`config.mk`:
```
export PLATFORM = sky130hd
export DESIGN_NAME = square_factor_extractor_top
export DESIGN_NICKNAME = d
export VERILOG_FILES = /design/src/design/sfe_pkg.sv /design/src/design/sfe_ctrl.sv /design/src/design/sfe_datapath.sv /design/src/design/square_factor_extractor_top.sv
export SDC_FILE = /design/constraint.sdc
export NUM_CORES = 1
export LEC_CHECK = 0
export BUFFER_PORTS_ARGS = -buffer_cell sky130_fd_sc_hd__buf_2
export CAP_MARGIN = 30
export CORE_MARGIN = 2
export CORE_UTILIZATION = 50
export CTS_CLUSTER_DIAMETER = 60
export DETAILED_ROUTE_END_ITERATION = 16
export GPL_ROUTABILITY_DRIVEN = 0
export PLACE_DENSITY = 0.76
export SLEW_MARGIN = 20
export SYNTH_ARGS = -nofsm -noshare
export SYNTH_HDL_FRONTEND = slang
export SYNTH_SLANG_ARGS = --single-unit
```
`constraint.sdc`:
```
create_clock -name clk -period 22.6 [get_ports clk]
set_clock_uncertainty 0.2 [all_clocks]
set_input_delay 0 -clock clk [delete_from_list [all_inputs] [get_ports clk]]
set_output_delay 0 -clock clk [all_outputs]
set_load 0.05 [all_outputs]
```
`src/design/sfe_pkg.sv`:
```
package sfe_pkg;

    localparam int IN_DATA_WIDTH  = 32;
    localparam int ROOT_WIDTH     = 16;
    localparam int FREE_WIDTH     = 31;
    localparam int OUT_DATA_WIDTH = 48;

    typedef enum logic [2:0] {
        S_IDLE,
        S_SQUARE,
        S_CHECK,
        S_DIVIDE,
        S_EVAL,
        S_FINISH
    } state_t;

    typedef struct packed {
        logic load;
        logic square;
        logic div_start;
        logic div_step;
        logic take_factor;
        logic next_cand;
        logic out_load;
    } cmd_t;

    typedef struct packed {
        logic fits;
        logic div_last;
        logic exact;
        logic out_free;
    } sts_t;

endpackage

```
`src/design/sfe_ctrl.sv`:
```
module sfe_ctrl
(
    input  logic          clk,
    input  logic          rst_n,
    input  logic          s_tvalid,
    output logic          s_tready,
    input  sfe_pkg::sts_t sts,
    output sfe_pkg::cmd_t cmd
);

    sfe_pkg::state_t state_reg;
    sfe_pkg::state_t state_next;

    always_ff @(posedge clk or negedge rst_n)
    begin
        if (!rst_n)
        begin
            state_reg <= sfe_pkg::S_IDLE;
        end
        else
        begin
            state_reg <= state_next;
        end
    end

    always_comb
    begin
        state_next = state_reg;
        case (state_reg)
            sfe_pkg::S_IDLE:
            begin
                if (s_tvalid)
                begin
                    state_next = sfe_pkg::S_SQUARE;
                end
            end
            sfe_pkg::S_SQUARE:
            begin
                state_next = sfe_pkg::S_CHECK;
            end
            sfe_pkg::S_CHECK:
            begin
                state_next = sts.fits ? sfe_pkg::S_DIVIDE : sfe_pkg::S_FINISH;
            end
            sfe_pkg::S_DIVIDE:
            begin
                if (sts.div_last)
                begin
                    state_next = sfe_pkg::S_EVAL;
                end
            end
            sfe_pkg::S_EVAL:
            begin
                state_next = sfe_pkg::S_SQUARE;
            end
            sfe_pkg::S_FINISH:
            begin
                if (sts.out_free)
                begin
                    state_next = sfe_pkg::S_IDLE;
                end
            end
            default:
            begin
                state_next = sfe_pkg::S_IDLE;
            end
        endcase
    end

    always_comb
    begin
        cmd      = '0;
        s_tready = 1'b0;
        case (state_reg)
            sfe_pkg::S_IDLE:
            begin
                s_tready = 1'b1;
                cmd.load = s_tvalid;
            end
            sfe_pkg::S_SQUARE:
            begin
                cmd.square = 1'b1;
            end
            sfe_pkg::S_CHECK:
            begin
                cmd.div_start = sts.fits;
            end
            sfe_pkg::S_DIVIDE:
            begin
                cmd.div_step = 1'b1;
            end
            sfe_pkg::S_EVAL:
            begin
                cmd.take_factor = sts.exact;
                cmd.next_cand   = !sts.exact;
            end
            sfe_pkg::S_FINISH:
            begin
                cmd.out_load = sts.out_free;
            end
            default:
            begin
                cmd = '0;
            end
        endcase
    end

endmodule

```
`src/design/sfe_datapath.sv`:
```
module sfe_datapath
#(
    parameter int VALUE_WIDTH = 32
)
(
    input  logic                               clk,
    input  logic                               rst_n,
    input  logic [sfe_pkg::IN_DATA_WIDTH-1:0]  in_data,
    input  logic                               out_ready,
    output logic                               out_valid,
    output logic [sfe_pkg::OUT_DATA_WIDTH-1:0] out_data,
    input  sfe_pkg::cmd_t                      cmd,
    output sfe_pkg::sts_t                      sts
);

    localparam int KW  = VALUE_WIDTH / 2 + 1;
    localparam int SW  = 2 * KW;
    localparam int CW  = $clog2(VALUE_WIDTH);

    logic [VALUE_WIDTH-1:0] raw;
    logic [VALUE_WIDTH-1:0] mag;
    logic [KW-1:0]          mul_a;
    logic [SW-1:0]          prod;
    logic [SW:0]            shifted;
    logic                   sub_ok;

    logic [VALUE_WIDTH-1:0] m_reg, m_next;
    logic [KW-1:0]          k_reg, k_next;
    logic [KW-1:0]          p_reg, p_next;
    logic [SW-1:0]          sq_reg, sq_next;
    logic [SW-1:0]          rem_reg, rem_next;
    logic [VALUE_WIDTH-1:0] quot_reg, quot_next;
    logic [CW-1:0]          cnt_reg, cnt_next;
    logic                   out_valid_reg, out_valid_next;
    logic [sfe_pkg::ROOT_WIDTH-1:0] root_reg, root_next;
    logic [sfe_pkg::FREE_WIDTH-1:0] free_reg, free_next;

    assign raw     = VALUE_WIDTH'(in_data);
    assign mag     = raw[VALUE_WIDTH-1] ? (~raw + 1'b1) : raw;
    assign mul_a   = cmd.take_factor ? k_reg : p_reg;
    assign prod    = SW'(mul_a) * SW'(p_reg);
    assign shifted = {rem_reg, quot_reg[VALUE_WIDTH-1]};
    assign sub_ok  = shifted >= {1'b0, sq_reg};

    assign sts.fits     = sq_reg <= SW'(m_reg);
    assign sts.div_last = cnt_reg == '0;
    assign sts.exact    = rem_reg == '0;
    assign sts.out_free = !out_valid_reg || out_ready;

    always_comb
    begin
        m_next         = m_reg;
        k_next         = k_reg;
        p_next         = p_reg;
        sq_next        = sq_reg;
        rem_next       = rem_reg;
        quot_next      = quot_reg;
        cnt_next       = cnt_reg;
        root_next      = root_reg;
        free_next      = free_reg;
        out_valid_next = out_valid_reg;

        if (out_ready)
        begin
            out_valid_next = 1'b0;
        end

        if (cmd.load)
        begin
            m_next = mag;
            k_next = (mag == '0) ? KW'(0) : KW'(1);
            p_next = KW'(2);
        end
        if (cmd.square)
        begin
            sq_next = prod;
        end
        if (cmd.div_start)
        begin
            rem_next  = '0;
            quot_next = m_reg;
            cnt_next  = CW'(VALUE_WIDTH - 1);
        end
        if (cmd.div_step)
        begin
            rem_next  = sub_ok ? SW'(shifted - {1'b0, sq_reg}) : SW'(shifted);
            quot_next = {quot_reg[VALUE_WIDTH-2:0], sub_ok};
            cnt_next  = cnt_reg - 1'b1;
        end
        if (cmd.take_factor)
        begin
            k_next = KW'(prod);
            m_next = quot_reg;
        end
        if (cmd.next_cand)
        begin
            p_next = (p_reg == KW'(2)) ? KW'(3) : p_reg + KW'(2);
        end
        if (cmd.out_load)
        begin
            root_next      = sfe_pkg::ROOT_WIDTH'(k_reg);
            free_next      = sfe_pkg::FREE_WIDTH'(m_reg);
            out_valid_next = 1'b1;
        end
    end

    always_ff @(posedge clk or negedge rst_n)
    begin
        if (!rst_n)
        begin
            out_valid_reg <= 1'b0;
        end
        else
        begin
            out_valid_reg <= out_valid_next;
        end
    end

    always_ff @(posedge clk)
    begin
        m_reg    <= m_next;
        k_reg    <= k_next;
        p_reg    <= p_next;
        sq_reg   <= sq_next;
        rem_reg  <= rem_next;
        quot_reg <= quot_next;
        cnt_reg  <= cnt_next;
        root_reg <= root_next;
        free_reg <= free_next;
    end

    assign out_valid = out_valid_reg;
    assign out_data  = {1'b0, free_reg, root_reg};

endmodule

```
`src/design/square_factor_extractor_top.sv`:
```
// Sequence: each candidate is squared and, while its square fits the value, the value is
//   divided by it in the shift-subtract divider, which takes one quotient bit a cycle.
// Intake: the next word is taken only once the result is in the output register, so a
//   waiting result does not stall the intake.
// Reset: rst_n clears the controller state and the output valid flag only.
module square_factor_extractor_top
#(
    parameter int VALUE_WIDTH = 32
)
(
    input  logic                               clk,
    input  logic                               rst_n,
    input  logic                               s_tvalid,
    output logic                               s_tready,
    input  logic [sfe_pkg::IN_DATA_WIDTH-1:0]  s_tdata,  // value[31:0]
    output logic                               m_tvalid,
    input  logic                               m_tready,
    output logic [sfe_pkg::OUT_DATA_WIDTH-1:0] m_tdata   // root_factor[15:0], square_free_part[46:16]
);

    sfe_pkg::cmd_t cmd;
    sfe_pkg::sts_t sts;

    sfe_ctrl u_ctrl
    (
        .clk      (clk),
        .rst_n    (rst_n),
        .s_tvalid (s_tvalid),
        .s_tready (s_tready),
        .sts      (sts),
        .cmd      (cmd)
    );

    sfe_datapath
    #(
        .VALUE_WIDTH (VALUE_WIDTH)
    )
    u_datapath
    (
        .clk       (clk),
        .rst_n     (rst_n),
        .in_data   (s_tdata),
        .out_ready (m_tready),
        .out_valid (m_tvalid),
        .out_data  (m_tdata),
        .cmd       (cmd),
        .sts       (sts)
    );

endmodule

```
# Word-level counts from Yosys, hierarchy flattened
# Index checks and enable logic that the tools add are counted.
# Widths: inputs -> output; s select.
[word_totals]
ff_bits = 222
inputBits = 36
output_inout_bits = 50
word_cells = 71
[classes]
addsub = 4
n_mul = 1
n_lt_le_gt_ge = 2
eq_ne = 9
muxes = 31
bitwise_logic = 1
reduce_logical = 12
[ops]
columns = ["op", "n"]
rows = [
  ["$mux 32", 5],
  ["$mux 17", 6],
  ["$mux 34", 3],
  ["$ge 35x34->1", 1],
  ["$le 34x32->1", 1],
  ["$logic_not 34->1", 1],
  ["$mul 17x17->34", 1],
  ["$sub 34x34->34", 1],
  ["$add 32x1->32 const B", 1],
  ["$logic_not 32->1", 1],
  ["$not 32->32", 1],
  ["$pmux 3 s6", 1],
  ["$add 17x2->17 const B", 1],
  ["$eq 17x2->1 const B", 1],
  ["$mux 3", 4],
  ["$mux 5", 2],
  ["$mux 1", 9],
  ["$reduce_bool 2->1", 4],
  ["$eq 3x2->1 const B", 2],
  ["$eq 3x3->1 const B", 2],
  ["$logic_not 5->1", 1],
  ["$sub 5x1->5 const B", 1],
  ["$ne 2x2->1 const B", 2],
  ["$eq 3x1->1 const B", 1],
  ["6 further kinds", 7],
]

# Longest topological paths before layout
[logic_depth]
word_depth = 7
depth_mapped = 32
mapped_depth_nobuf = 29

# Cells and area by module
# A second synthesis with hierarchy kept.
[unflattened]
cells_unflattened = 2257
hier_area_um2 = 22006.1
[by_module_without_submodules]
columns = ["module", "n_inst", "cells_per_inst", "area_per_inst_um2", "seq_area_each_um2"]
rows = [
  ["sfe_datapath", 1, 2231, 21764.6, 6571.3],
  ["sfe_ctrl", 1, 26, 241.5, 75.1],
]

# Worst setup path before layout
# Ideal clock, no wire load.
[synth_timing]
path_type = "register to register"
start = "reg u_datapath.rem_reg[0]"
end = "reg u_datapath.sq_reg[33], data pin"
setup_time_ns = 0.260
arrival_ns = 7.968
required_time_ns = 22.140
slack_ns = 14.172
path_stages_with_launch = 30
n_path_buf = 3
synth_period_minus_slack_ns = 8.428
path_cell_list = "edfxtp_1 nor4_1 nand3_1 nor3_1 and2_0 clkbuf_1 clkbuf_1 nand2_1 o21ai_0 clkbuf_1 nand2_1 fa_1 fa_1 inv_1 fa_1 inv_1 fa_1 fa_1 fa_1 inv_1 ha_1 and4_1 a211oi_1 o31a_1 o22ai_1 a2111oi_0 o31ai_1 a311o_1 a21oi_1 xnor2_1"
[synth_between]
elab_chain_cells = 4
[synth_rtl]
columns = ["item", "line", "text"]
rows = [
  ["start: declaration", "sfe_datapath.sv:31", "logic [SW-1:0] rem_reg, rem_next;"],
  ["start signal: assignment", "sfe_datapath.sv:125", "rem_reg <= rem_next;"],
  ["$logic_not 34->1", "sfe_datapath.sv:47", "assign sts.exact = rem_reg == '0;"],
  ["$mux 2", "sfe_ctrl.sv:74", "case (state_reg)"],
  ["$mux 17", "sfe_datapath.sv:40", "assign mul_a = cmd.take_factor ? k_reg : p_reg;"],
  ["$mul 17x17->34", "sfe_datapath.sv:41", "assign prod = SW'(mul_a) * SW'(p_reg);"],
  ["net u_datapath.prod[33]", "sfe_datapath.sv:23", "logic [SW-1:0] prod;"],
  ["end signal: assignment", "sfe_datapath.sv:124", "sq_reg <= sq_next;"],
  ["end: declaration", "sfe_datapath.sv:30", "logic [SW-1:0] sq_reg, sq_next;"],
]
# The timed path passes the listed nets, and every way through them passes these cells.
# A chain may end at the register's enable or synchronous reset.

# Final worst setup path
[layout_timing]
start = "reg u_datapath.rem_reg[30]"
end = "reg u_datapath.sq_reg[33], data pin"
# The elaborated chain is that of the path after synthesis.

==> impl_metrics.toml <==
[yosys]
synth_top_area_share_pct = 29.5
synthAdderAreaFrac_pct = 30.3
ys_seq_area_share_pct = 30.0
synth_ff_type = "edfxtp_1"
synth_mux_area_share_pct = 0.304
synth-async-reset-ratio_pct = 1.80
synth_edf_count = 218
ys_types = 74
synth_top_family_by_area = "adder cells"
synth-simple-area-share_pct = 17.1
synth_compound_area_share_pct = 10.4
syn-cell-area_mm2 = 0.0222
synthesis.nets = 2804
yosys.area.top_type = "edfxtp_1"
synth_area_leaders = "edfxtp_1, fa_1, ha_1, inv_1, nand2_1"
ys_ff_latch = 222
synth_xor_xnor_area_share_pct = 3.83
syn_area_per_cell_um2 = 9.38
synth_warnings = 0
syn-instance-count = 2365

[clocking]
cts_max_path_buffers = 3
cts_resized = 0
root_buffer = "clkbuf_16"
cts_htree_levels = 1
clock_latency_ns = 0.56
cts_tree = "yes"
clk_pin_slew_ns = 0.06
cts.sinks = 222
numCtsBuffers = 26

[setup_path]
crit_top_cell = "fa_1"
cpPeakStageDelay_ns = 0.67
path_max_fanout = 33
critPathLaunchType = "flop"
slowest_stage = "and2_2"
reg2reg_from = "u_datapath.rem_reg[30]"
crit_type = "reg -> reg"
end_kind = "flop"
worstPathRequired_ns = 22.70
cp.arrival_ns = 10.02
cp-startpoint = "u_datapath.rem_reg[30]"

[floorplanning]
fp.dieW_um = 215
num_rows = 77
initial_utilization_pct = 50.4
die_h_um = 215
dieArea_mm2 = 0.0461
coreArea_mm2 = 0.0440
pin_count = 86

[grt]
grt_max_degree = 52
grt_overflow = 0
antenna_found_initial = 3
grt_use_total_pct = 25.9
grt_pass1_vias = 18044
grt_pass1_wl_um = 95800

[detailed_routing]
vias_per_cell = 5.80
vias = 17708
ant_nets = 0
wl_per_cell_um = 19.6
drc_errors = 0
drt_wl_total_um = 60000
drt_first_pass_iters = 8
drt-initial-drc-count = 1893

[cells_and_area]
drive_gt1_share_pct = 7.56
fin_nets = 2880
area_delta_synth_final_pct = 10.9

[timing]
final-hold-violation-count = 0
finalSetupViolCount = 0
post-route-period-util_pct = 43.9
fin_tns_setup_ns = 0
fmax_ghz = 0.101
period_needed_ns = 9.92
worstMarginPinSlew_ns = 1.03
slew_headroom_pct = 31.3
rsz0062_at_grt = "false"
slew_viol_final = 0

[hold_path]
holdCritPathClass = "in -> reg"
hold_start = "s_tdata[31]"

[flow_run]
maxCapViolations = 0

[outcome]
status = "completed"

[placement]
dp_hpwl_um = 44300
portBuffers = 84
-- placed cells by master, fill, tap and decap left out, types with 14 or more instances in the layout --
cell	instances
a21o_1	37
a21oi_1	108
and2_1	131
and3_1	15
buf_2	84
buf_4	19
clkbuf_16	26
dlygate4sd3_1	51
edfxtp_1	218
fa_1	225
ha_1	178
inv_1	370
nand2_1	326
nand3_1	48
nand4_1	24
nor2_1	106
nor3_1	32
nor4_1	14
o21a_1	21
o21ai_0	131
or3_1	17
xnor2_1	56
xor2_1	41
-- synthesized netlist by cell type (7+ instances only) --
library cell,n
nor3_1,33
and2_1,133
a21o_1,37
nand4_1,24
o21a_1,21
clkbuf_1,102
xnor2_1,56
o21ai_0,131
or3_1,17
a31oi_1,7
xor2_1,41
fa_1,225
nand3_1,48
edfxtp_1,218
nor2b_1,12
nor4_1,14
a211oi_1,7
nand2b_1,9
inv_1,370
or2_2,7
o21bai_1,7
a21oi_1,108
ha_1,178
o31ai_1,8
nor2_1,107
and3_1,15
nand2_1,327
-- per-stage QoR --
stage               instance area (um^2)  util, %  setup WS [ns]  hold WS, ns  cells
floorplan                          22200        -          14.17       -0.496   2365
global placement                   23100     52.5          13.20       -0.393   2951
detailed placement                 23200     52.6          12.85       -0.388   2954
CTS                                24600     55.9          12.80       0.0320   3053
global route                       24600     55.9          12.21       0.0994   3053
finish                             24600     55.9          12.68       0.0794   3055
-- final cells by class --
type | count | area (um^2)
Sequential cell | 222 | 6650
Timing Repair Buffer | 157 | 1120
Fill cell | 3764 | 19400
Tap cell | 592 | 741
Multi-Input combinational cell | 1664 | 13800
Clock inverter | 22 | 293
Clock buffer | 26 | 651
Antenna cell | 2 | 5.00
Inverter | 370 | 1390
-- worst max-delay path, delay by kind of cell, from the launching register on --
kind,cells,cell delay (ns)
compound gates,7,1.67
xor+xnor,1,0.08
fa+ha+maj,7,3.52
buf+inv,5,0.77
flops,1,0.42
simple gates,8,2.96
-- timing repair --
item / CTS / global route
endpoints found under the hold margin: 40 / 0
setup buffers: 0 / 0
hold buffers: 51 / 0
-- logic make-up after synthesis --
kind of cell,count (synthesis)
AO/OA/AOI/OAI,378
XOR/XNOR,97
adder cells (fa/ha/maj),403
buffers and inverters,479
flip-flops,222
multiplexers,6
other,1
AND/OR/NAND/NOR,779
-- per-layer routing --
metal  vias up  part of all wire [%]  track usage (%)  routed length [um]
met5         -                 0.023                0                  14
met4         2                   4.4             10.2                2610
met3       203                   9.6             5.13                5780
met2      1001                    48             43.3               28500
met1      8551                    38             33.2               23000
li1       7951                     -                -                   -
-- worst paths after layout --
kind | endpoint | slack [ns] | cells past startpoint
hold / removal | u_datapath.m_reg[15] | 0.08 | 4
max in group asynchronous | u_datapath.out_valid | 21.85 | 3
hold reg to reg | u_datapath.free_reg[10] | 0.25 | 0
setup reg to reg | u_datapath.sq_reg[33] | 12.68 | 28
setup / recovery | u_datapath.sq_reg[33] | 12.68 | 28
min in group asynchronous | u_ctrl.state_reg[2] | 0.17 | 3
Power is not shown: default switching activity piles up to over one toggle a cycle in this logic, so the estimate is an artifact.
